[src/sv/tcgr_pkg.sv]
// Shared types, constants and helper functions of the text console glyph renderer.
// Used by every module of the block; depends on nothing.
package tcgr_pkg;

    localparam int MAX_WIDTH   = 4096;
    localparam int MAX_HEIGHT  = 4096;
    localparam int GLYPH_ROWS  = 16;
    localparam int CHAR_W      = 8;
    localparam int SCROLL_MARGIN = 10 * GLYPH_ROWS;

    localparam int POS_W    = 13;
    localparam int CODE_W   = 8;
    localparam int BITS_W   = 8;
    localparam int GROW_W   = 4;
    localparam int COLOR_W  = 32;
    localparam int CFG_AW   = 4;
    localparam int ROW_W    = $clog2(GLYPH_ROWS);
    localparam int ADDR_W   = CODE_W + ROW_W;
    localparam int GLYPH_DEPTH = 256 * GLYPH_ROWS;

    localparam int QUEUE_DEPTH = 4;
    localparam int QPTR_W      = $clog2(QUEUE_DEPTH);

    localparam logic [POS_W-1:0] CUR_MAX     = '1;
    localparam logic [POS_W-1:0] MAX_W_V     = POS_W'(MAX_WIDTH);
    localparam logic [POS_W-1:0] MAX_H_V     = POS_W'(MAX_HEIGHT);
    localparam logic [POS_W-1:0] GLYPH_STEP  = POS_W'(GLYPH_ROWS);
    localparam logic [POS_W-1:0] CHAR_STEP   = POS_W'(CHAR_W);
    localparam logic [POS_W-1:0] MARGIN_STEP = POS_W'(SCROLL_MARGIN);
    localparam logic [ROW_W-1:0] LAST_ROW    = ROW_W'(GLYPH_ROWS - 1);

    localparam logic [CODE_W-1:0] CODE_NL = 8'd10;
    localparam logic [CODE_W-1:0] CODE_CR = 8'd13;

    localparam logic [COLOR_W-1:0] TEXT_RESET = 32'hffff_ffff;
    localparam logic [COLOR_W-1:0] FILL_RESET = 32'h0000_0000;
    localparam logic [POS_W-1:0]   WIDTH_RESET  = 13'd640;
    localparam logic [POS_W-1:0]   HEIGHT_RESET = 13'd480;

    typedef enum logic [1:0] {
        KIND_PUT       = 2'd0,
        KIND_BACKSPACE = 2'd1,
        KIND_CLEAR     = 2'd2,
        KIND_LOAD      = 2'd3
    } kind_t;

    typedef enum logic [1:0] {
        OP_ROW    = 2'd0,
        OP_SCROLL = 2'd1,
        OP_CLEAR  = 2'd2
    } op_t;

    typedef enum logic [1:0] {
        REG_WIDTH  = 2'd0,
        REG_HEIGHT = 2'd1,
        REG_TEXT   = 2'd2,
        REG_FILL   = 2'd3
    } reg_idx_t;

    typedef enum logic [1:0] {
        CMD_DRAW,
        CMD_CLEAR,
        CMD_LOAD
    } cmd_kind_t;

    typedef enum logic [1:0] {
        SQ_IDLE,
        SQ_SCROLL,
        SQ_ROWS,
        SQ_CLEAR
    } seq_state_t;

    typedef struct packed {
        cmd_kind_t          kind;
        logic               scroll;
        logic               rows;
        logic               blank;
        logic [CODE_W-1:0]  code;
        logic [POS_W-1:0]   row;
        logic [POS_W-1:0]   col;
        logic [GROW_W-1:0]  grow;
        logic [BITS_W-1:0]  gbits;
    } cmd_t;

    typedef struct packed {
        op_t                op;
        logic [POS_W-1:0]   row_y;
        logic [POS_W-1:0]   col_x;
        logic               use_mem;
        logic               last;
    } res_t;

    function automatic logic [POS_W-1:0] cur_add(input logic [POS_W-1:0] v,
                                                 input logic [POS_W-1:0] d);
        logic [POS_W:0] s;
        s = {1'b0, v} + {1'b0, d};
        return s[POS_W] ? CUR_MAX : s[POS_W-1:0];
    endfunction

    function automatic logic [POS_W-1:0] cur_sub(input logic [POS_W-1:0] v,
                                                 input logic [POS_W-1:0] d);
        return (v >= d) ? (v - d) : '0;
    endfunction

endpackage

[src/sv/tcgr_cmdq.sv]
// Command queue between front end and back end, QUEUE_DEPTH entries.
// Depends on tcgr_pkg.
module tcgr_cmdq
    import tcgr_pkg::*;
(
    input  logic clk,
    input  logic rst_n,
    input  logic push,
    input  cmd_t push_data,
    input  logic pop,
    output cmd_t head,
    output logic full,
    output logic empty
);

    cmd_t               entry_reg [QUEUE_DEPTH];
    logic [QPTR_W-1:0]  wr_ptr_reg, wr_ptr_next;
    logic [QPTR_W-1:0]  rd_ptr_reg, rd_ptr_next;
    logic [QPTR_W:0]    count_reg, count_next;

    assign full  = (count_reg == (QPTR_W+1)'(QUEUE_DEPTH));
    assign empty = (count_reg == '0);
    assign head  = entry_reg[rd_ptr_reg];

    always_comb
    begin
        wr_ptr_next = push ? wr_ptr_reg + 1'b1 : wr_ptr_reg;
        rd_ptr_next = pop ? rd_ptr_reg + 1'b1 : rd_ptr_reg;
        count_next  = count_reg;
        if (push && !pop)
        begin
            count_next = count_reg + 1'b1;
        end
        else if (pop && !push)
        begin
            count_next = count_reg - 1'b1;
        end
    end

    always_ff @(posedge clk or negedge rst_n)
    begin
        if (!rst_n)
        begin
            wr_ptr_reg <= '0;
            rd_ptr_reg <= '0;
            count_reg  <= '0;
        end
        else
        begin
            wr_ptr_reg <= wr_ptr_next;
            rd_ptr_reg <= rd_ptr_next;
            count_reg  <= count_next;
        end
    end

    always_ff @(posedge clk)
    begin
        if (push)
        begin
            entry_reg[wr_ptr_reg] <= push_data;
        end
    end

endmodule

[config.mk]
export PLATFORM = sky130hd
export DESIGN_NAME = tcgr_cmdq
export DESIGN_NICKNAME = d
export VERILOG_FILES = /design/src/sv/tcgr_pkg.sv /design/src/sv/tcgr_cmdq.sv
export SDC_FILE = /design/constraint.sdc
export NUM_CORES = 1
export LEC_CHECK = 0
export BUFFER_PORTS_ARGS = -buffer_cell sky130_fd_sc_hd__buf_2
export CELL_PAD_IN_SITES_DETAIL_PLACEMENT = 1
export CELL_PAD_IN_SITES_GLOBAL_PLACEMENT = 2
export CORE_MARGIN = 4
export CORE_UTILIZATION = 35
export CTS_CLUSTER_DIAMETER = 120
export DETAILED_ROUTE_END_ITERATION = 8
export GPL_TIMING_DRIVEN = 0
export HOLD_SLACK_MARGIN = 0.06
export PLACE_DENSITY_LB_ADDON = 0.2
export SYNTH_ARGS = -nofsm -noshare
export SYNTH_HDL_FRONTEND = slang
export SYNTH_SLANG_ARGS = --single-unit
[constraint.sdc]
create_clock -name clk -period 2.65 [get_ports clk]
set_clock_uncertainty 0.05 [all_clocks]
set_input_delay 0.265 -clock clk [delete_from_list [all_inputs] [get_ports clk]]
set_output_delay 0.265 -clock clk [all_outputs]
set_load 0.1 [all_outputs]
==> metrics.txt, run 1 <==
status=finished, final reports clean; Seq/Total Area, Yosys=80.61%; worst setup path end=head[23]; Max clock buf depth=3; nature of the critical path endpoint=output port; max-cap viol count=0; DIE AREA=24790 um2; CTS tree=done; clock root buffer=clkbuf_16; first-pass GRT wire length=23210 um; antenna-violating nets left=0; Placed Cells incl. Taps=688; Peak Freq=0.4163 GHz; Die Wd=157.4 um; largest family of logic cells by synthesized area=multiplexers; I/O pin cnt=108; total congestion overflow=0; Die Ht=157.4 um; Slew Viols, Final=0; CP peak stage delay=0.53 ns; Post-DP Area=8722 um2; Via density=4.680; post-synthesis xor/xnor area fraction=0.6723%; #FFs+latches synth=211; number of flip-flops in the largest register=204; origin of the worst setup path=rd_ptr_reg[1]$_DFFE_PN0P_; Post-Synthesis Cells=301; hpwl dp=8499 um; # port buffers=107; final hold violations=0; WL/cell=19.10 um; Synth Area in Simple Gates=0.6243%; max_slew headroom=43.14%; Antenna diodes=0; initial detailed-routing violation count=197; Required @ worst endpoint=2.34 ns; Slowest-stage cell, CP=dfrtp_1; Compound-Gate Fraction of Synth Area=0.06403%; slew of the pin with the lowest slew margin=0.8529 ns; non-filler cells, final=787; row count=54; fin crit share=90.64%; Synth Net Count=362; DRT Wirelength=15030 um; mux cell area share after synthesis=14.98%; Layout area overhead=29.25%; Mapped Avg Cell Area=25.97 um2; CTS clk-pin slew, worst paths=0.06 ns; Final min period=2.402 ns; initial antenna violation count=0; critical register-to-register path startpoint=wr_ptr_reg[0]$_DFFE_PN0P_; H-tree levels=1; synth warn=0; WS Path Type=flip-flop to output port; RSZ-0062 raised after global routing=false; number of global-route vias before repair=4059; Mapped Area=7816 um2; Synth Area in Adders=1.057%; CP max FO=10; worst-path cell chain=buf_2 -> mux4_2 -> buf_2; Num CTS Buffers=24; all-layer global routing usage=12.28%; layout cells sized above 1=40.63%; Initial Utilization=35.71%; RD Place Congestion=0.6452; Setup-failing EPs final=0; Most Frequent Cell on Critical Path=buf_2; clock sinks=211; Crit path arrival time=2.09 ns; largest net degree at the start of global routing=52; drt drc=0; synth unique cells=20; internal reg-to-reg setup slack=0.83 ns; DRT Pass-1 Iters=4; fin nets=550; final instance area=10100 um2; CP startpoint kind=flip-flop; clock latency at the later pin of the worst-skew pair=0.50 ns; worst reg2reg path depth=3; HP Class=flip-flop to flip-flop; total number of vias=3683; total negative slack=0 ns; core area=21890 um2; r2r endpoint=entry_reg[2][14]$_DFFE_PP_
what timing repair did:
action / in CTS / in global routing
endpoints found under the setup margin: 5 / 48
buffers inserted: 0 / 0
hold buffers: 56 / 0
pin swaps: 0 / 0
gates resized for setup: 5 / 0
hold endpoints to repair: 215 / 0
cells in the mapped netlist:
master,instances,area share [%]
edfxtp_1,204,78
nor3b_1,1,0.096
xor2_1,4,0.45
buf_6,1,0.14
mux2_2,1,0.14
clkbuf_1,1,0.048
dfrtp_1,7,2.2
xnor2_1,2,0.22
buf_2,5,0.32
mux4_2,48,14
nor3_1,1,0.064
inv_1,4,0.19
nor2_1,1,0.048
ha_1,5,0.80
mux4_1,3,1.0
buf_12,5,1.3
nand2_1,2,0.096
o21ai_0,1,0.064
and2_1,4,0.32
fa_1,1,0.26
worst max-delay path, delay by kind of cell, from the launching register on:
family                 cells  cell delay [ns]
DFF                        1             0.53
buffers and inverters      2             0.79
muxes                      1             0.26
through the flow:
stage	util, %	hold slack (ns)	setup WS [ns]
2_1_floorplan	-	-0.08059	0.3564
3_3_place_gp	39.80	0.07053	-0.8505
3_5_place_dp	39.84	0.06791	0.5327
4_1_cts	46.16	0.4404	0.001248
5_1_grt	46.15	0.4533	0.1075
6_report	46.15	0.4608	0.2480
metal layers:
metal  share of wire, %  wire (um)  track usage [%]  vias to the layer above
met3                4.6        686            2.914                       31
met5                  0          0                0                        -
met4                2.5        379            3.482                        0
met2                 51       7619            20.74                       79
met1                 42       6348            16.00                     1910
li1                   -          -                -                     1663
kinds of logic (layout without fill, tap and decap cells):
family | Yosys count | count (layout)
fa+ha+maj | 6 | 6
buf+inv | 16 | 222
simple gates | 9 | 9
mux | 52 | 52
compound gates | 1 | 1
xor+xnor | 6 | 6
flops | 211 | 211
cells in the final DEF (no fill, tap or decap), drive strengths merged:
| cell | n |
|---|---|
| and2 | 4 |
| buf | 118 |
| bufinv | 4 |
| clkbuf | 27 |
| clkinv | 13 |
| dfrtp | 7 |
| dlygate4sd3 | 56 |
| edfxtp | 204 |
| fa | 1 |
| ha | 5 |
| inv | 4 |
| mux2 | 1 |
| mux4 | 51 |
| nand2 | 2 |
| nor2 | 1 |
| nor3 | 1 |
| nor3b | 1 |
| o21ai | 1 |
| xnor2 | 2 |
| xor2 | 4 |
how the worst min path moves through the flow:
| stage | slack (ns) | cells after the start | startpoint | to |
|---|---|---|---|---|
| 2_1_floorplan | -0.08 | 0 | rst_n | count_reg[0]$_DFFE_PN0P_ |
| 3_3_place_gp | 0.07 | 1 | rst_n | count_reg[0]$_DFFE_PN0P_ |
| 3_5_place_dp | 0.07 | 1 | rst_n | count_reg[1]$_DFFE_PN0P_ |
| 4_1_cts | 0.44 | 2 | push_data[31] | entry_reg[2][31]$_DFFE_PP_ |
| 5_1_grt | 0.45 | 2 | push_data[22] | entry_reg[1][22]$_DFFE_PP_ |
| 6_report | 0.46 | 1 | count_reg[2]$_DFFE_PN0P_ | count_reg[2]$_DFFE_PN0P_ |
area by class of cell:
class                      instances  area (um2)
sequential                       211        6301
buffer                            11       136.4
multi-input combinational         74        1380
clock buffer                      27       633.1
fill                            2037       11790
timing repair buffer             163        1109
tap                              280       350.3
inverter                           4       15.01
clock inverter                    17       177.7
Power of run 1 is not shown: default switching activity piles up to over one toggle a cycle in this logic, so the estimate is an artifact.
==> run 2: changes to the inputs <==
Settings changed: ABC_AREA set to 1.
==> run 2 against run 1 <==
Effect of this change: setup slack got worse by 0.11 ns; flip-flop and latch count unchanged; register-to-register slack got worse by 0.07 ns; area after synthesis increased by 9.6%; worst hold slack got worse by 0.32 ns; fmax decreased by 4.5%; synthesized cell count increased by 110%; final cell count increased by 48%; first-iteration DRC count unchanged; critical path depth increased by 3; sequential share of layout area decreased by 4.0 points; core utilization decreased by 0.69 points; critical path type unchanged; largest cell class unchanged; highest routed layer unchanged.
==> metrics.txt, run 2 <==
slew of the pin with the lowest slew margin=0.8202 ns (-0.03274 ns); I/O pin cnt=108 (unchanged); Most Frequent Cell on Critical Path=buf_2; synth unique cells=20 (unchanged); DRT Wirelength=21560 um (+43%); CP bufs+invs=4 (+2); Placed Cells incl. Taps=1070 (+56%); drt drc=0 (unchanged); WL met3=863 um (+26%); Required @ worst endpoint=2.34 ns (about the same); RSZ-0062 raised after global routing=false; Mapped Area=8563 um2 (+9.6%); RD Place Congestion=0.6993 (+8.4%); commonest non-fill, non-tap cell in the layout=edfxtp_1; final hold violations=0 (unchanged); layout cells sized above 1=21.42% (-19 points); internal reg-to-reg setup slack=0.76 ns (-0.07 ns); Post-synth EDFFs=204 (unchanged); Via density=4.672 (-0.16%); core area=23750 um2 (+8.5%); Initial Utilization=36.05% (+0.35 points); synth warn=0 (unchanged); initial detailed-routing violation count=197 (unchanged); clock root buffer=clkbuf_16; CTS tree=done; WS Path Type=flip-flop to output port; total congestion overflow=0 (unchanged); worst reg2reg path depth=5 (+2); CP top delay family=buffers and inverters; DIE AREA=27030 um2 (+9.1%); Max clock buf depth=3 (unchanged); clock latency at the later pin of the worst-skew pair=0.50 ns (about the same); Layout area overhead=26.08%; number of flip-flops in the largest register=204 (unchanged); first-pass GRT wire length=33110 um (+43%); critical register-to-register path startpoint=wr_ptr_reg[1]$_DFFE_PN0P_; largest area contributor in the netlist=edfxtp_1; CTS clk-pin slew, worst paths=0.06 ns (about the same); max-cap viol count=0 (unchanged); fin crit share=94.91% (+4.3 points); CP peak stage delay=0.44 ns (-0.09 ns); met1 WL=8962 um (+41%); #FFs+latches synth=211 (unchanged); Num CTS Buffers=23 (-4.2%); Crit path arrival time=2.20 ns (+0.11 ns); worst-path cell chain=buf_4 -> inv_2 -> buf_2 -> o211ai_1 -> nand2_1 -> buf_2; routed wl met2=11390 um (+50%); HP Class=primary input to flip-flop; all-layer global routing usage=15.89% (+3.6 points); Post-synth top cells=edfxtp_1 (204), nand2_1 (166), inv_1 (113), o211ai_1 (98); status=finished, final reports clean; number of global-route vias before repair=6115 (+51%); Post-synth ARST share=3.318% (unchanged); Synth Net Count=704 (+94%); CP startpoint kind=flip-flop; Die Wd=164.4 um (+4.4%); clock sinks=211 (unchanged); Critical Path Stages=6 (+3); Slowest-stage cell, CP=buf_2; WL/cell=18.51 um (-3.1%); hold slack=0.1432 ns (-0.3175 ns); area share of the largest cell type after synthesis=71.54% (-6.8 points); Area contributors post-synth=edfxtp_1 (72%), o211ai_1 (8.6%), nand2_1 (7.3%); post-CTS setup repair buffer count=0 (unchanged); fill cell count=2466 (+21%); CP max FO=10 (unchanged); Slew Viols, Final=0 (unchanged); Die Ht=164.4 um (+4.4%); Peak Freq=0.3976 GHz (-4.5%); initial antenna violation count=1 (+1); row count=56 (+3.7%); most frequent cell after synthesis=edfxtp_1; total number of vias=5443 (+48%); Top Layer Used=met4; r2r endpoint=entry_reg[1][12]$_DFFE_PP_; Mapped Avg Cell Area=13.32 um2 (-49%); Final min period=2.515 ns (+0.1131 ns); largest net degree at the start of global routing=52 (unchanged); H-tree levels=1 (unchanged); max_slew headroom=45.32% (+2.2 points); Setup-failing EPs final=0 (unchanged); antenna-violating nets left=0 (unchanged); nature of the critical path endpoint=output port; origin of the worst setup path=rd_ptr_reg[1]$_DFFE_PN0P_; worst setup path end=head[14]; Post-Synthesis Cells=643 (+110%); # port buffers=107 (unchanged); Seq/Total Area, Yosys=73.58% (-7.0 points); non-filler cells, final=1165 (+48%); DRT Pass-1 Iters=4 (unchanged); predominant post-synthesis flop cell=edfxtp_1; fin nets=891 (+62%); hpwl dp=13240 um (+56%); most frequent cells in the layout=edfxtp_1 (204), nand2_1 (166), buf_2 (122), inv_1 (109), o211ai_1 (98)
-- run 2: layout make-up --
| cell class | instances | area [um2] | area share, % |
|---|---|---|---|
| antenna | 1 | 2.502 | 0.02318 |
| buffer | 35 | 282.8 | 2.619 |
| clock buffer | 33 | 633.1 | 5.864 |
| clock inverter | 7 | 86.33 | 0.7996 |
| inverter | 114 | 435.4 | 4.033 |
| multi-input combinational | 283 | 1553 | 14.38 |
| sequential | 211 | 6301 | 58.36 |
| tap | 319 | 399.1 | 3.697 |
| timing repair buffer | 162 | 1104 | 10.22 |
-- run 2: how the worst min path moves through the flow --
stage / from / endpoint / slack (ns) / depth (start not counted)
global placement: rst_n / count_reg[0]$_DFFE_PN0P_ / 0.07 / 1
global route: push / count_reg[0]$_DFFE_PN0P_ / 0.14 / 3
detailed placement: rst_n / count_reg[0]$_DFFE_PN0P_ / 0.07 / 1
floorplan: rst_n / count_reg[0]$_DFFE_PN0P_ / -0.08 / 0
finish: push / count_reg[0]$_DFFE_PN0P_ / 0.14 / 3
CTS: push / count_reg[0]$_DFFE_PN0P_ / 0.11 / 3
-- run 2: repair_timing --
action / in CTS / in global routing
endpoints found under the setup margin: 0 / 7
endpoints found under the hold margin: 213 / 0
resized for setup: 0 / 2
hold buffers: 54 / 0
-- run 2: per-stage QoR --
step / setup TNS (ns) / util, % / worst slack (ns) / cell area, um2
finish: 0 / 45.45 / 0.1349 / 10800
detailed placement: 0 / 40.13 / 0.6167 / 9533
global route: 0 / 45.45 / 0.007966 / 10800
floorplan: -0.3372 / - / -0.1686 / 8563
global placement: -109.63 / 39.99 / -0.5670 / 9498
CTS: 0 / 45.44 / 0.06477 / 10790
-- run 2: cells by family (layout without fill, tap and decap cells) --
group	after synthesis	after routing	share of synthesized area (%)
AO/OA/AOI/OAI	103	103	9.234
flip-flops	211	211	73.58
buffers and inverters	149	351	8.285
other	0	1	0
XOR/XNOR	4	4	0.4092
AND/OR/NAND/NOR	170	170	7.525
adder cells (fa/ha/maj)	6	6	0.9644
-- run 2: worst register-to-register path, cell delays in order, from the launching register on --
cell and delay, ns:
dfrtp_1 0.40, inv_1 0.12, ha_1 0.17, nand2_1 0.07
inv_2 0.43, buf_16 0.31
-- run 2: routing by layer --
metal	track usage, %	up-vias
met5	0	-
met4	4.083	0
met3	2.471	27
met2	29.81	107
met1	19.03	2712
li1	-	2597
Power of run 2 is left out for the same reason.
==> run 3: changes to the inputs <==
Settings changed: SETUP_SLACK_MARGIN set to 0.5.
==> run 3 against run 2 <==
Effect of this change: via count increased by 1.0%; die area stayed put; critical path depth unchanged; core utilization grew 2.7 points; final cell count about the same; wire length rose by 1.8%; critical path type unchanged; critical endpoint is now head[12]; largest cell class unchanged.
==> metrics.txt, run 3 (synthesis gave the netlist of run 2 again) <==
non-filler cells, final=1166 (+0.086%); I/O pin cnt=108 (unchanged); Slowest-stage cell, CP=dfrtp_1; antenna-violating nets left=0 (unchanged); final instance area=11440 um2 (+6.0%); nature of the critical path endpoint=output port; Initial Utilization=36.05% (unchanged); Final Worst Setup Slack=0.4752 ns (+0.3403 ns); status=finished, final reports clean; Num CTS Buffers=23 (unchanged); CTS clk-pin slew, worst paths=0.06 ns (about the same); layout cells sized above 1=22.10% (+0.68 points); total congestion overflow=0 (unchanged); DRT Pass-1 Iters=4 (unchanged); core area=23750 um2 (unchanged); DIE AREA=27030 um2 (unchanged); drt drc=0 (unchanged); Slew Viols, Final=0 (unchanged); HP Class=primary input to flip-flop; WS Path Type=flip-flop to output port; RSZ-0062 raised after global routing=true; first-pass GRT wire length=33600 um (+1.5%); final hold violations=0 (unchanged); fin util=48.17% (+2.7 points); post-CTS setup repair buffer count=0 (unchanged); HP Start=push; most frequent cells in the layout=edfxtp_1 (204), nand2_1 (161), inv_1 (109), o211ai_1 (98), buf_2 (67); worst-path cell chain=buf_6 -> buf_8 -> buf_8 -> o211ai_1 -> nand2_1 -> buf_12; Most Frequent Cell on Critical Path=buf_8; Via density=4.717 (+0.96%); Placed Cells incl. Taps=1070 (unchanged); fin nets=892 (+0.11%); clock root buffer=clkbuf_16; clock sinks=211 (unchanged); critical register-to-register path startpoint=wr_ptr_reg[1]$_DFFE_PN0P_; largest net degree at the start of global routing=52 (unchanged); # port buffers=107 (unchanged); CP peak stage delay=0.37 ns (-0.07 ns); max-cap viol count=0 (unchanged); WL/cell=18.83 um (+1.8%); DRT Wirelength=21960 um (+1.8%); initial detailed-routing violation count=211 (+7.1%); CP top delay family=buffers and inverters; internal reg-to-reg setup slack=0.77 ns (about the same); commonest non-fill, non-tap cell in the layout=edfxtp_1; Layout area overhead=33.62%; CTS tree=done; fill cell count=2393 (-3.0%); Peak Freq=0.4598 GHz (+16%); Final min period=2.175 ns (-0.3403 ns); Required @ worst endpoint=2.34 ns (about the same); clock latency at the later pin of the worst-skew pair=0.50 ns (about the same); Post-Place Setup Slack=0.6167 ns (unchanged); Die Wd=164.4 um (unchanged); Max clock buf depth=3 (unchanged); CP max FO=10 (unchanged); Die Ht=164.4 um (unchanged); max_slew headroom=45.46% (+0.14 points); r2r endpoint=entry_reg[1][12]$_DFFE_PP_; slew of the pin with the lowest slew margin=0.8181 ns (-0.002048 ns); RD Place Congestion=0.6993 (unchanged); all-layer global routing usage=16.16% (+0.26 points); Hold Path End=count_reg[0]$_DFFE_PN0P_; hpwl dp=13240 um (unchanged); initial antenna violation count=1 (unchanged); CP bufs+invs=4 (unchanged); fin crit share=82.07% (-13 points); hold path depth=3 (unchanged); H-tree levels=1 (unchanged); Crit path arrival time=1.86 ns (-0.34 ns); worst reg2reg path depth=5 (unchanged); row count=56 (unchanged); number of global-route vias before repair=6169 (+0.88%); CP startpoint kind=flip-flop; Post-DP Area=9533 um2 (unchanged); total number of vias=5500 (+1.0%); Setup-failing EPs final=0 (unchanged); number of flip-flops in the largest register=204 (unchanged)
==> run 3: worst max path at each step <==
stage	from	end	cells past startpoint
6_report	rd_ptr_reg[0]$_DFFE_PN0P_	head[12]	6
5_1_grt	rd_ptr_reg[0]$_DFFE_PN0P_	head[32]	7
4_1_cts	rd_ptr_reg[0]$_DFFE_PN0P_	head[31]	6
3_5_place_dp	rd_ptr_reg[1]$_DFFE_PN0P_	head[45]	5
3_3_place_gp	push	entry_reg[3][24]$_DFFE_PP_	4
2_1_floorplan	count_reg[0]$_DFFE_PN0P_	empty	1
==> run 3: area by class of cell <==
type / instances / area [um2] / share of cell area (%)
multi-input combinational: 283 / 1565 / 13.68
inverter: 114 / 437.9 / 3.827
sequential: 211 / 6301 / 55.07
clock buffer: 33 / 633.1 / 5.533
timing repair buffer: 163 / 1678 / 14.66
clock inverter: 7 / 86.33 / 0.7545
antenna: 1 / 2.502 / 0.02187
buffer: 35 / 339.1 / 2.963
tap: 319 / 399.1 / 3.488
==> run 3: worst min-delay path: cells and delay by family <==
family / cells / cell delay, ns
adder cells (fa/ha/maj): 1 / 0.20
buffers and inverters: 1 / 0.10
XOR/XNOR: 1 / 0.08
==> run 3: timing repair <==
action / 4_1_cts / 5_1_grt
setup endpoints to repair: 51 / 51
resized for setup: 145 / 35
pin swaps: 15 / 38
cloned: 0 / 1
hold endpoints to repair: 213 / 0
hold buffers: 54 / 0
==> run 3: per-stage QoR <==
stage	hold WS, ns	TNS (ns)
after global placement	0.07028	-109.63
after global routing	0.1450	0
after detailed placement	0.06811	0
final	0.1432	0
after CTS	0.1098	0
after floorplan	-0.08059	-0.3372
==> run 3: metal layers <==
metal  global-route usage (%)  vias up  share of wire [%]
li1                         -     2604                  -
met1                    19.39     2767                 41
met2                    30.28      101                 53
met3                    2.521       28                3.9
met4                    4.083        0                1.7
met5                        0        -                  0
Power of run 3 is left out for the same reason.
