File: src/sv/tcgr_pkg.sv
// Shared types, constants and helper functions of the text console glyph renderer.
// Used by every module of the block; depends on nothing.
package tcgr_pkg;

    localparam int MAX_WIDTH   = 4096;
    localparam int MAX_HEIGHT  = 4096;
    localparam int GLYPH_ROWS  = 16;
    localparam int CHAR_W      = 8;
    localparam int SCROLL_MARGIN = 10 * GLYPH_ROWS;

    localparam int POS_W    = 13;
    localparam int CODE_W   = 8;
    localparam int BITS_W   = 8;
    localparam int GROW_W   = 4;
    localparam int COLOR_W  = 32;
    localparam int CFG_AW   = 4;
    localparam int ROW_W    = $clog2(GLYPH_ROWS);
    localparam int ADDR_W   = CODE_W + ROW_W;
    localparam int GLYPH_DEPTH = 256 * GLYPH_ROWS;

    localparam int QUEUE_DEPTH = 4;
    localparam int QPTR_W      = $clog2(QUEUE_DEPTH);

    localparam logic [POS_W-1:0] CUR_MAX     = '1;
    localparam logic [POS_W-1:0] MAX_W_V     = POS_W'(MAX_WIDTH);
    localparam logic [POS_W-1:0] MAX_H_V     = POS_W'(MAX_HEIGHT);
    localparam logic [POS_W-1:0] GLYPH_STEP  = POS_W'(GLYPH_ROWS);
    localparam logic [POS_W-1:0] CHAR_STEP   = POS_W'(CHAR_W);
    localparam logic [POS_W-1:0] MARGIN_STEP = POS_W'(SCROLL_MARGIN);
    localparam logic [ROW_W-1:0] LAST_ROW    = ROW_W'(GLYPH_ROWS - 1);

    localparam logic [CODE_W-1:0] CODE_NL = 8'd10;
    localparam logic [CODE_W-1:0] CODE_CR = 8'd13;

    localparam logic [COLOR_W-1:0] TEXT_RESET = 32'hffff_ffff;
    localparam logic [COLOR_W-1:0] FILL_RESET = 32'h0000_0000;
    localparam logic [POS_W-1:0]   WIDTH_RESET  = 13'd640;
    localparam logic [POS_W-1:0]   HEIGHT_RESET = 13'd480;

    typedef enum logic [1:0] {
        KIND_PUT       = 2'd0,
        KIND_BACKSPACE = 2'd1,
        KIND_CLEAR     = 2'd2,
        KIND_LOAD      = 2'd3
    } kind_t;

    typedef enum logic [1:0] {
        OP_ROW    = 2'd0,
        OP_SCROLL = 2'd1,
        OP_CLEAR  = 2'd2
    } op_t;

    typedef enum logic [1:0] {
        REG_WIDTH  = 2'd0,
        REG_HEIGHT = 2'd1,
        REG_TEXT   = 2'd2,
        REG_FILL   = 2'd3
    } reg_idx_t;

    typedef enum logic [1:0] {
        CMD_DRAW,
        CMD_CLEAR,
        CMD_LOAD
    } cmd_kind_t;

    typedef enum logic [1:0] {
        SQ_IDLE,
        SQ_SCROLL,
        SQ_ROWS,
        SQ_CLEAR
    } seq_state_t;

    typedef struct packed {
        cmd_kind_t          kind;
        logic               scroll;
        logic               rows;
        logic               blank;
        logic [CODE_W-1:0]  code;
        logic [POS_W-1:0]   row;
        logic [POS_W-1:0]   col;
        logic [GROW_W-1:0]  grow;
        logic [BITS_W-1:0]  gbits;
    } cmd_t;

    typedef struct packed {
        op_t                op;
        logic [POS_W-1:0]   row_y;
        logic [POS_W-1:0]   col_x;
        logic               use_mem;
        logic               last;
    } res_t;

    function automatic logic [POS_W-1:0] cur_add(input logic [POS_W-1:0] v,
                                                 input logic [POS_W-1:0] d);
        logic [POS_W:0] s;
        s = {1'b0, v} + {1'b0, d};
        return s[POS_W] ? CUR_MAX : s[POS_W-1:0];
    endfunction

    function automatic logic [POS_W-1:0] cur_sub(input logic [POS_W-1:0] v,
                                                 input logic [POS_W-1:0] d);
        return (v >= d) ? (v - d) : '0;
    endfunction

endpackage

File: src/sv/tcgr_front.sv
// Front end: accepts input transactions, keeps the text cursor, classifies each
// transaction into a command for the queue where one is needed. Depends on tcgr_pkg.
module tcgr_front
    import tcgr_pkg::*;
(
    input  logic               clk,
    input  logic               rst_n,
    input  logic               in_valid,
    output logic               in_stall,
    input  logic [1:0]         kind,
    input  logic [CODE_W-1:0]  char_code,
    input  logic               use_position,
    input  logic [POS_W-1:0]   pos_x,
    input  logic [POS_W-1:0]   pos_y,
    input  logic [GROW_W-1:0]  glyph_row,
    input  logic [BITS_W-1:0]  glyph_bits,
    input  logic [POS_W-1:0]   width_eff,
    input  logic [POS_W-1:0]   height_eff,
    input  logic               q_full,
    output logic               q_push,
    output cmd_t               q_data
);

    logic [POS_W-1:0] cursor_col_reg, cursor_col_next;
    logic [POS_W-1:0] cursor_row_reg, cursor_row_next;
    logic             accept;
    logic             has_cmd;

    assign in_stall = q_full;
    assign accept   = in_valid && !q_full;
    assign q_push   = accept && has_cmd;

    always_comb
    begin
        logic [POS_W-1:0] c0, c1, c3;
        logic [POS_W-1:0] r0, r1, r2, r3;
        logic             wrap, scroll;
        logic             bs_top;
        logic [POS_W-1:0] bs_row, bs_col;

        q_data          = '0;
        has_cmd         = 1'b0;
        cursor_col_next = cursor_col_reg;
        cursor_row_next = cursor_row_reg;

        c0     = use_position ? pos_x : cursor_col_reg;
        r0     = use_position ? pos_y : cursor_row_reg;
        wrap   = ({1'b0, c0} + {1'b0, CHAR_STEP}) >= {1'b0, width_eff};
        c1     = wrap ? '0 : c0;
        r1     = wrap ? cur_add(r0, GLYPH_STEP) : r0;
        scroll = ({1'b0, r1} + {1'b0, MARGIN_STEP}) >= {1'b0, height_eff};
        r2     = scroll ? cur_sub(r1, GLYPH_STEP) : r1;
        c3     = '0;
        r3     = r2;

        bs_top = (cursor_col_reg == '0) && (cursor_row_reg < GLYPH_STEP);
        bs_row = (cursor_col_reg == '0) ? (cursor_row_reg - GLYPH_STEP) : cursor_row_reg;
        bs_col = cur_sub((cursor_col_reg == '0) ? width_eff : cursor_col_reg, CHAR_STEP);

        case (kind_t'(kind))
            KIND_PUT:
            begin
                q_data.kind   = CMD_DRAW;
                q_data.scroll = scroll;
                q_data.row    = r2;
                q_data.col    = c1;
                q_data.code   = char_code;
                if (char_code == CODE_NL)
                begin
                    c3 = '0;
                    r3 = cur_add(r2, GLYPH_STEP);
                end
                else if (char_code == CODE_CR)
                begin
                    c3 = '0;
                end
                else
                begin
                    q_data.rows = 1'b1;
                    c3 = cur_add(c1, CHAR_STEP);
                end
                has_cmd = scroll || q_data.rows;
                if (!use_position)
                begin
                    cursor_col_next = c3;
                    cursor_row_next = r3;
                end
            end
            KIND_BACKSPACE:
            begin
                if (!bs_top)
                begin
                    q_data.kind     = CMD_DRAW;
                    q_data.rows     = 1'b1;
                    q_data.blank    = 1'b1;
                    q_data.row      = bs_row;
                    q_data.col      = bs_col;
                    has_cmd         = 1'b1;
                    cursor_col_next = bs_col;
                    cursor_row_next = bs_row;
                end
            end
            KIND_CLEAR:
            begin
                q_data.kind     = CMD_CLEAR;
                has_cmd         = 1'b1;
                cursor_col_next = '0;
                cursor_row_next = '0;
            end
            KIND_LOAD:
            begin
                q_data.kind  = CMD_LOAD;
                q_data.code  = char_code;
                q_data.grow  = glyph_row;
                q_data.gbits = glyph_bits;
                has_cmd      = {2'b00, glyph_row} < 6'(GLYPH_ROWS);
            end
            default:
            begin
                has_cmd = 1'b0;
            end
        endcase
    end

    always_ff @(posedge clk or negedge rst_n)
    begin
        if (!rst_n)
        begin
            cursor_col_reg <= '0;
            cursor_row_reg <= '0;
        end
        else if (accept)
        begin
            cursor_col_reg <= cursor_col_next;
            cursor_row_reg <= cursor_row_next;
        end
    end

endmodule

File: config.mk
export PLATFORM = sky130hd
export DESIGN_NAME = tcgr_front
export DESIGN_NICKNAME = d
export VERILOG_FILES = /design/src/sv/tcgr_pkg.sv /design/src/sv/tcgr_front.sv
export SDC_FILE = /design/constraint.sdc
export NUM_CORES = 1
export LEC_CHECK = 0
export BUFFER_PORTS_ARGS = -buffer_cell sky130_fd_sc_hd__buf_2
export CAP_MARGIN = 25
export CORE_MARGIN = 3
export CORE_UTILIZATION = 51
export DETAILED_ROUTE_END_ITERATION = 12
export PLACE_DENSITY_LB_ADDON = 0.3
export SYNTH_ARGS = -nofsm -noshare
export SYNTH_HDL_FRONTEND = slang
export SYNTH_SLANG_ARGS = --single-unit
File: constraint.sdc
create_clock -name clk -period 11.83 [get_ports clk]
set_input_delay 2.366 -clock clk [delete_from_list [all_inputs] [get_ports clk]]
set_output_delay 2.366 -clock clk [all_outputs]
set_load 0.02 [all_outputs]
==> impl_metrics.env, run 1 <==
export IMPL_finalSetupViolCount=0
export IMPL_fin_hold_ws_ps=525
export IMPL_cts_clk_slew_worst_paths_ps=110
export IMPL_pin_count=132
export IMPL_design_area_mm2=0.00634
export IMPL_dp_hpwl_um=15400
export IMPL_yosysWarnings=0
export IMPL_vias_per_cell=6.42
export IMPL_seq_area_frac_synth_pct=11.8
export IMPL_start_util_pct=52.8
export IMPL_synth_most_common_cell="nand2_1"
export IMPL_grt_overflow=0
export IMPL_ir_drop_mv=0.0712
export IMPL_min_path_type="reg -> reg"
export IMPL_finalCriticalPeriod_ps=11360
export IMPL_core_mm2=0.0104
export IMPL_io_buffers=131
export IMPL_syn_nets=872
export IMPL_final_max_slew_viol_count=0
export IMPL_synthArstFlopShare_pct=100
export IMPL_cp_data_arrival_time_ps=9000
export IMPL_path_max_fanout=37
export IMPL_relSlewSlack_pct=27.3
export IMPL_drt_iter0_markers=696
export IMPL_grt_setup_unrepaired="no"
export IMPL_drt_pass1_iter_count=6
export IMPL_finalPower_uw=1050
export IMPL_grt_pass1_wl_um=29900
export IMPL_cts_sinks=26
export IMPL_setup_worst_path_end="q_data[35]"
export IMPL_crit_path_end_kind="output port"
export IMPL_nets=984
export IMPL_clock_fmax_mhz=88.0
export IMPL_startpoint="use_position"
export IMPL_die_y_um=110
export IMPL_cp_slowest_cell="or4b_1"
export IMPL_rows=37
export IMPL_dp_slack_ps=219
export IMPL_cts_inserted_buffers=3
export IMPL_dieArea_mm2=0.0121
export IMPL_clk_latency_ps=290
export IMPL_antenna_left=0
export IMPL_skew_ps=3.02
export IMPL_avgSynthCellArea_um2=7.32
export IMPL_synth_edf_count=0
export IMPL_drc=0
export IMPL_hold_viol=0
export IMPL_ys_seq_elements=26
export IMPL_gp_congestion=1.01
export IMPL_reg2reg_to="cursor_row_reg[12]$_DFFE_PN0P_"
export IMPL_post_route_period_util_pct=96.1
export IMPL_fp_dieW_um=110
export IMPL_cellPowerDensity_mw_per_mm2=166
export IMPL_grt_pass1_vias=5828
export IMPL_synth_area_leaders="dfrtp_1 12%, ha_1 9.6%, nand2_1 6.0%, o21ai_0 5.2%, a21oi_1 4.8%"
export IMPL_nFillCells=1001
export IMPL_r2r_slack_ps=4100
export IMPL_tritoncts="yes"
export IMPL_antenna_found_initial=0
export IMPL_drt_wirelength_per_cell_um=19.3
export IMPL_htreeDepth=1
export IMPL_r2r_cells=33
export IMPL_synth_common_cells="88 x nand2_1, 57 x o21ai_0, 55 x nor2_1, 53 x a21oi_1, 46 x inv_1"
export IMPL_drive_gt1_share_pct=23.8
export IMPL_critical_path_class="in -> out"
export IMPL_finalSetupTns_ps=0
export IMPL_cp_required_ps=9460
export IMPL_worstSetupStartpointType="input port"
export IMPL_clock_path_buffers=2
export IMPL_grt_max_degree=38
export IMPL_p_leak_uw=0.00289
export IMPL_synth_top_area_cell="dfrtp_1"
export IMPL_root_buffer="clkbuf_8"
export IMPL_synth_top_area_share_pct=11.8
export IMPL_max_cap_violations=0
export IMPL_area_growth_pct=15.3
export IMPL_ys_flop_type="dfrtp_1"
export IMPL_rr_startpoint="cursor_col_reg[6]$_DFFE_PN0P_"
export IMPL_finalWirelength_um=19200
export IMPL_grt_total_usage_pct=31.1
export IMPL_syn_inst=751
export IMPL_vias=6412
export IMPL_status="completed"
export IMPL_fin_ws_ps=465
export IMPL_max_slew_worst_pin_slew_ps=1080
export IMPL_slowest_delay_ps=500
export IMPL_diodes=0
export IMPL_ys_types=99
export IMPL_dpl_cell_area_mm2=0.00620
export IMPL_synth_area_mm2=0.00550
==> stage by stage <==
step | instances | util, %
2_1_floorplan | 751 | -
3_3_place_gp | 991 | 59.5
3_5_place_dp | 991 | 59.5
4_1_cts | 995 | 60.2
5_1_grt | 998 | 60.9
6_report | 998 | 60.9
==> cell type report <==
class / instances / area (um2) / area share, %
inverters: 47 / 176 / 2.78
repair buffers: 147 / 783 / 12.4
clock inverters: 1 / 30.0 / 0.474
clock buffers: 3 / 41.3 / 0.651
flip-flops and latches: 26 / 651 / 10.3
well taps: 136 / 170 / 2.68
multi-input cells: 638 / 4490 / 70.8
==> layout by cell type, fill, tap and decap left out, types with 6 or more instances in the layout <==
cell,instances
a21o_1,6
a21oi_1,53
a31oi_1,11
and2_1,17
and3_1,7
buf_2,131
buf_4,15
dfrtp_1,26
ha_1,42
inv_1,46
mux2i_1,21
nand2_1,88
nand2b_1,12
nand3_1,19
nor2_1,55
nor2b_1,10
nor3_1,19
nor4_1,12
o21ai_0,57
o22ai_1,14
o31a_1,7
o31ai_1,9
xnor2_1,29
xor2_1,14
==> metal layers <==
layer	track usage, %	routed length, um	vias up
li1	-	-	2975
met1	46.1	8520	2999
met2	47.9	8400	400
met3	3.93	1960	38
met4	6.77	365	0
met5	0	0	-
==> worst max-delay path, delay by kind of cell <==
kind                     cells  cell delay [ps]
adder cells (fa/ha/maj)      3              900
AO/OA/AOI/OAI               11             2100
XOR/XNOR                     3              790
multiplexers                 1              340
AND/OR/NAND/NOR              8             1330
buffers and inverters        5             1120
==> report_power, final <==
group | total (uW) | internal (uW) | switching, uW
registers | 175 | 115 | 59.3
clock network | 79.5 | 45.4 | 34.0
logic | 800 | 296 | 504
==> worst min-delay path by stage <==
stage                                             start                       endpoint  slack [ps]  cells past startpoint
after floorplan           cursor_row_reg[0]$_DFFE_PN0P_  cursor_row_reg[0]$_DFFE_PN0P_         480                      2
after global placement    cursor_row_reg[0]$_DFFE_PN0P_  cursor_row_reg[0]$_DFFE_PN0P_         510                      2
after detailed placement  cursor_row_reg[0]$_DFFE_PN0P_  cursor_row_reg[0]$_DFFE_PN0P_         510                      2
after CTS                 cursor_row_reg[0]$_DFFE_PN0P_  cursor_row_reg[0]$_DFFE_PN0P_         530                      2
after global routing      cursor_row_reg[0]$_DFFE_PN0P_  cursor_row_reg[0]$_DFFE_PN0P_         590                      2
final                     cursor_row_reg[0]$_DFFE_PN0P_  cursor_row_reg[0]$_DFFE_PN0P_         530                      2
==> cell families after synthesis <==
kind of cell	Yosys count	synth area share, %
adders and majority gates	42	9.56
xor gates and xnor gates	43	6.85
muxes	37	8.15
buffers and inverters	87	7.15
AOI/OAI and AO/OA	233	29.1
and+or+nand+nor	283	27.3
DFF	26	11.8
==> repair_timing <==
action / in CTS / in global routing
gates resized for setup: 0 / 10
setup buffers: 0 / 3
setup endpoints to repair: 0 / 9
hold buffers: 0 / 0
(Power assumes the default switching activity.)
==> run 2, diff against run 1 <==
Settings changed: RECOVER_POWER set to 100.
==> run 2 against run 1 <==
  * The run now ends with max-capacitance violations, max-slew violations left
  * Register-to-register slack worse by 410 ps
  * Final area fell by 1.2%
  * Sequential share of layout area up 0.13 points
  * Sequential power barely moved
  * Non-clock buffer count unchanged
  * Via count is 0.51% lower
  * Power decreased by 1.1%
  * Worst setup slack about the same
  * Flip-flop and latch count is the same
  * Final cell count stayed put
  * Critical path type unchanged
==> impl_metrics.env, run 2 (synthesized netlist as in run 1, its figures left out) <==
export IMPL_finalSetupTns_ps=0
export IMPL_skew_ps=2.83
export IMPL_clock_fmax_mhz=88.0
export IMPL_crit_path_end_kind="output port"
export IMPL_final_max_slew_viol_count=41
export IMPL_vias=6379
export IMPL_max_cap_violations=2
export IMPL_relSlewSlack_pct=-10.5
export IMPL_drt_wirelength_per_cell_um=19.3
export IMPL_drc=0
export IMPL_status="finished, violations left"
export IMPL_finalWirelength_um=19200
export IMPL_ir_drop_mv=0.0706
export IMPL_cts_inserted_buffers=3
export IMPL_grt_pass1_wl_um=29900
export IMPL_cts_clk_slew_worst_paths_ps=100
export IMPL_pin_count=132
export IMPL_vias_per_cell=6.39
export IMPL_dieArea_mm2=0.0121
export IMPL_cellPowerDensity_mw_per_mm2=166
export IMPL_gp_congestion=1.01
export IMPL_min_path_type="reg -> reg"
export IMPL_start_util_pct=52.8
export IMPL_slowest_delay_ps=400
export IMPL_post_route_period_util_pct=96.1
export IMPL_path_max_fanout=37
export IMPL_diodes=0
export IMPL_io_buffers=131
export IMPL_drive_gt1_share_pct=19.1
export IMPL_cpMostUsedCell="ha_1"
export IMPL_cp_slowest_cell="a2111oi_2"
export IMPL_cp_data_arrival_time_ps=9000
export IMPL_p_leak_uw=0.00272
export IMPL_drt_pass1_iter_count=6
export IMPL_nets=984
export IMPL_drt_iter0_markers=620
export IMPL_worstSetupStartpointType="input port"
export IMPL_clk_latency_ps=290
export IMPL_nFillCells=1021
export IMPL_clock_path_buffers=2
export IMPL_grt_max_degree=38
export IMPL_finalSetupViolCount=0
export IMPL_critical_path_class="in -> out"
export IMPL_ff_latch_area_um2=651
export IMPL_area_growth_pct=13.9
export IMPL_core_mm2=0.0104
export IMPL_root_buffer="clkbuf_8"
export IMPL_dp_hpwl_um=15400
export IMPL_grt_total_usage_pct=31.1
export IMPL_final_cell_mix="92 x buf_2, 88 x nand2_1, 59 x o21ai_0"
export IMPL_violations="max-capacitance violations, max-slew violations"
export IMPL_htreeDepth=1
export IMPL_antenna_found_initial=0
export IMPL_fp_dieW_um=110
export IMPL_die_y_um=110
export IMPL_holdBufCountCts=0
export IMPL_grt_overflow=0
export IMPL_fin_hold_ws_ps=529
export IMPL_multiInputGateArea_mm2=0.00446
export IMPL_max_slew_worst_pin_slew_ps=1640
export IMPL_finalCriticalPeriod_ps=11360
export IMPL_grt_pass1_vias=5828
export IMPL_antenna_left=0
export IMPL_hold_viol=0
export IMPL_cp_required_ps=9460
export IMPL_fin_ws_ps=466
export IMPL_tritoncts="yes"
export IMPL_grt_setup_unrepaired="no"
export IMPL_cts_sinks=26
export IMPL_layout_commonest_cell="buf_2"
export IMPL_dp_slack_ps=219
export IMPL_rows=37
run 2: cell type report:
cell class                      count  share of cell area (%)
Clock inverter                      1                   0.480
Multi-Input combinational cell    638                    71.2
Sequential cell                    26                    10.4
Clock buffer                        3                   0.659
Inverter                           47                    2.82
Timing Repair Buffer              147                    11.7
Tap cell                          136                    2.72
run 2: per-layer routing:
metal,track usage [%],up-vias,wire (um)
li1,-,2978,-
met1,46.1,2981,8350
met2,47.9,384,8380
met3,3.93,36,2100
met4,6.77,0,387
met5,0,-,0
run 2: worst paths after layout:
path / slack, ps / to / cells after the start / startpoint
max: 470 / q_data[29] / 30 / use_position
min: 530 / cursor_row_reg[0]$_DFFE_PN0P_ / 2 / cursor_row_reg[0]$_DFFE_PN0P_
max reg2reg: 3690 / cursor_row_reg[3]$_DFFE_PN0P_ / 30 / cursor_col_reg[8]$_DFFE_PN0P_
min reg2reg: 530 / cursor_row_reg[0]$_DFFE_PN0P_ / 2 / cursor_row_reg[0]$_DFFE_PN0P_
max in group asynchronous: 8460 / cursor_col_reg[7]$_DFFE_PN0P_ / 1 / rst_n
min in group asynchronous: 2450 / cursor_col_reg[2]$_DFFE_PN0P_ / 1 / rst_n
run 2: through the flow:
stage          total power, uW  cell area, um2  instances  utilization, %
5_1_grt                   1120            6260        998            60.1
4_1_cts                   1020            6270        995            60.2
2_1_floorplan              727            5500        751               -
6_report                  1040            6260        998            60.1
3_5_place_dp               938            6200        991            59.5
3_3_place_gp               926            6200        991            59.5
run 2: worst max-delay path: cells and delay by family:
kind | cells | cell delay [ps]
XOR/XNOR | 3 | 520
adder cells (fa/ha/maj) | 3 | 900
multiplexers | 1 | 340
buffers and inverters | 6 | 1270
AO/OA/AOI/OAI | 11 | 2670
AND/OR/NAND/NOR | 6 | 900
run 2: what timing repair did:
item | in CTS | in global routing
resized for setup | 0 | 10
setup endpoints to repair | 0 | 9
buffers inserted | 0 | 3
run 2: power breakdown:
group          switching [uW]  leakage [uW]  total, uW  internal (uW)
clock network            33.7     0.0000357       79.1           45.4
logic                     501       0.00234        788            287
registers                59.5      0.000347        175            115
total                     594       0.00272       1040            448
==> run 3, diff against run 2 <==
Settings changed: PLACE_DENSITY set to 0.8, PLACE_DENSITY_LB_ADDON 0.3 to unset.
==> run 3 against run 2 <==
  * The flow still finishes with violations (max-capacitance violations, max-slew violations)
  * Power fell by 2.7%
  * First-iteration DRC count is 2.6% lower
  * Core utilization down 0.82 points
  * Sequential power about the same
  * Final cell count fell by 0.60%
  * Maximum frequency is 0.94% higher
  * Via count decreased by 1.3%
  * Worst setup slack improved by 110 ps
  * Global-route usage is 1.7 points lower
  * Register-to-register slack got worse by 190 ps
==> impl_metrics.env, run 3 (synthesized netlist as in run 1, its figures left out) <==
export IMPL_worstSetupStartpointType="input port"
export IMPL_p_int_uw=437
export IMPL_path_max_fanout=14
export IMPL_nFillCells=1044
export IMPL_r2r_cells=32
export IMPL_cp_required_ps=9460
export IMPL_pwr_share_seq_pct=17.2
export IMPL_startpoint="use_position"
export IMPL_tritoncts="yes"
export IMPL_vias_per_cell=6.35
export IMPL_root_buffer="clkbuf_8"
export IMPL_r2r_slack_ps=3500
export IMPL_start_util_pct=52.8
export IMPL_drt_wirelength_per_cell_um=17.9
export IMPL_cp_slowest_cell="a2111oi_0"
export IMPL_power_frac_comb_pct=75.2
export IMPL_area_growth_pct=12.4
export IMPL_clkPwrFrac_pct=7.6
export IMPL_reg2reg_to="cursor_row_reg[5]$_DFFE_PN0P_"
export IMPL_grt_overflow=0
export IMPL_setup_worst_path_end="q_data[34]"
export IMPL_antenna_left=0
export IMPL_rows=37
export IMPL_grt_total_usage_pct=29.4
export IMPL_net_switching_power_uw=577
export IMPL_finalWirelength_um=17800
export IMPL_drt_iter0_markers=604
export IMPL_core_mm2=0.0104
export IMPL_drc=0
export IMPL_gp_congestion=0.978
export IMPL_status="finished, violations left"
export IMPL_htreeDepth=1
export IMPL_io_buffers=131
export IMPL_fin_ws_ps=572
export IMPL_holdBufCountCts=0
export IMPL_post_route_period_util_pct=95.2
export IMPL_die_y_um=110
export IMPL_cts_inserted_buffers=3
export IMPL_crit_path_end_kind="output port"
export IMPL_min_path_type="reg -> reg"
export IMPL_sw_frac_of_total_pct=56.9
export IMPL_max_slew_worst_pin_slew_ps=1550
export IMPL_critical_path_class="in -> out"
export IMPL_nets=978
export IMPL_diodes=0
export IMPL_drt_pass1_iter_count=6
export IMPL_hold_viol=0
export IMPL_dp_hpwl_um=14300
export IMPL_vias=6297
export IMPL_grt_pass1_vias=5790
export IMPL_slowest_delay_ps=450
export IMPL_violations="max-capacitance violations, max-slew violations"
export IMPL_cp_data_arrival_time_ps=8890
export IMPL_final_max_slew_viol_count=27
export IMPL_cellPowerDensity_mw_per_mm2=164
export IMPL_dieArea_mm2=0.0121
export IMPL_rr_startpoint="cursor_col_reg[3]$_DFFE_PN0P_"
export IMPL_grt_max_degree=39
export IMPL_ir_drop_mv=0.0861
export IMPL_clk_latency_ps=280
export IMPL_finalSetupTns_ps=0
export IMPL_layout_commonest_cell="buf_2"
export IMPL_grt_pass1_wl_um=28600
export IMPL_finalPower_uw=1010
export IMPL_grt_setup_unrepaired="no"
export IMPL_clock_fmax_mhz=88.8
export IMPL_fin_hold_ws_ps=556
export IMPL_fin_util_pct=59.3
export IMPL_drive_gt1_share_pct=17.3
export IMPL_p_leak_uw=0.00267
export IMPL_antenna_found_initial=0
export IMPL_finalCriticalPeriod_ps=11260
export IMPL_skew_ps=11.4
export IMPL_cts_sinks=26
export IMPL_pin_count=132
export IMPL_clock_path_buffers=2
export IMPL_final_cell_mix="89 x buf_2, 88 x nand2_1, 59 x o21ai_0"
export IMPL_dp_slack_ps=460
export IMPL_max_cap_violations=1
export IMPL_cts_clk_slew_worst_paths_ps=90
export IMPL_relSlewSlack_pct=-3.59
export IMPL_fp_dieW_um=110
export IMPL_finalSetupViolCount=0
## run 3: changes by cell type in the layout (fill, tap and decap cells not counted), sizes merged
cell,delta
buf,-7
clkbuf,+1
## run 3: worst min path at each step
stage / from / end / slack, ps / cells past startpoint
global route: cursor_row_reg[0]$_DFFE_PN0P_ / cursor_row_reg[0]$_DFFE_PN0P_ / 600 / 2
floorplan: cursor_row_reg[0]$_DFFE_PN0P_ / cursor_row_reg[0]$_DFFE_PN0P_ / 480 / 2
CTS: cursor_row_reg[1]$_DFFE_PN0P_ / cursor_row_reg[1]$_DFFE_PN0P_ / 560 / 2
finish: cursor_row_reg[1]$_DFFE_PN0P_ / cursor_row_reg[1]$_DFFE_PN0P_ / 560 / 2
global placement: cursor_row_reg[0]$_DFFE_PN0P_ / cursor_row_reg[0]$_DFFE_PN0P_ / 520 / 2
detailed placement: cursor_row_reg[1]$_DFFE_PN0P_ / cursor_row_reg[1]$_DFFE_PN0P_ / 530 / 2
## run 3: cell type report
type	count	area (um2)	share of cell area (%)
clock buffers	3	41.3	0.669
clock inverters	1	30.0	0.486
inverters	47	176	2.86
multi-input cells	638	4430	71.7
flip-flops and latches	26	651	10.5
well taps	136	170	2.76
repair buffers	141	679	11.0
## run 3: metal layers
metal  part of all wire (%)  track usage, %
met3                     12            4.17
met4                    2.5            8.37
met2                     44            45.4
met1                     41            42.3
met5                      0               0
## run 3: stage by stage
step	cell area [um2]	std cells
final	6180	992
after global routing	6180	992
after CTS	6250	992
after detailed placement	6180	988
after global placement	6180	988
after floorplan	5500	751
## run 3: what timing repair did
action | 4_1_cts | 5_1_grt
buffers inserted | 0 | 0
endpoints found under the setup margin | 0 | 9
gates resized for setup | 0 | 3
## run 3: worst max-delay path, delay by kind of cell
kind	cells	cell delay [ps]
xor+xnor	2	290
simple gates	5	760
fa+ha+maj	3	850
mux	2	470
compound gates	13	3020
buf+inv	6	1130
## run 3: power groups by stage
stage | clock network, uW | registers (uW) | logic [uW]
after floorplan | 0 | 138 | 589
after global routing | 81.9 | 178 | 837
after global placement | 0 | 173 | 745
final | 77.6 | 174 | 762
after CTS | 78.4 | 170 | 756
after detailed placement | 0 | 172 | 751
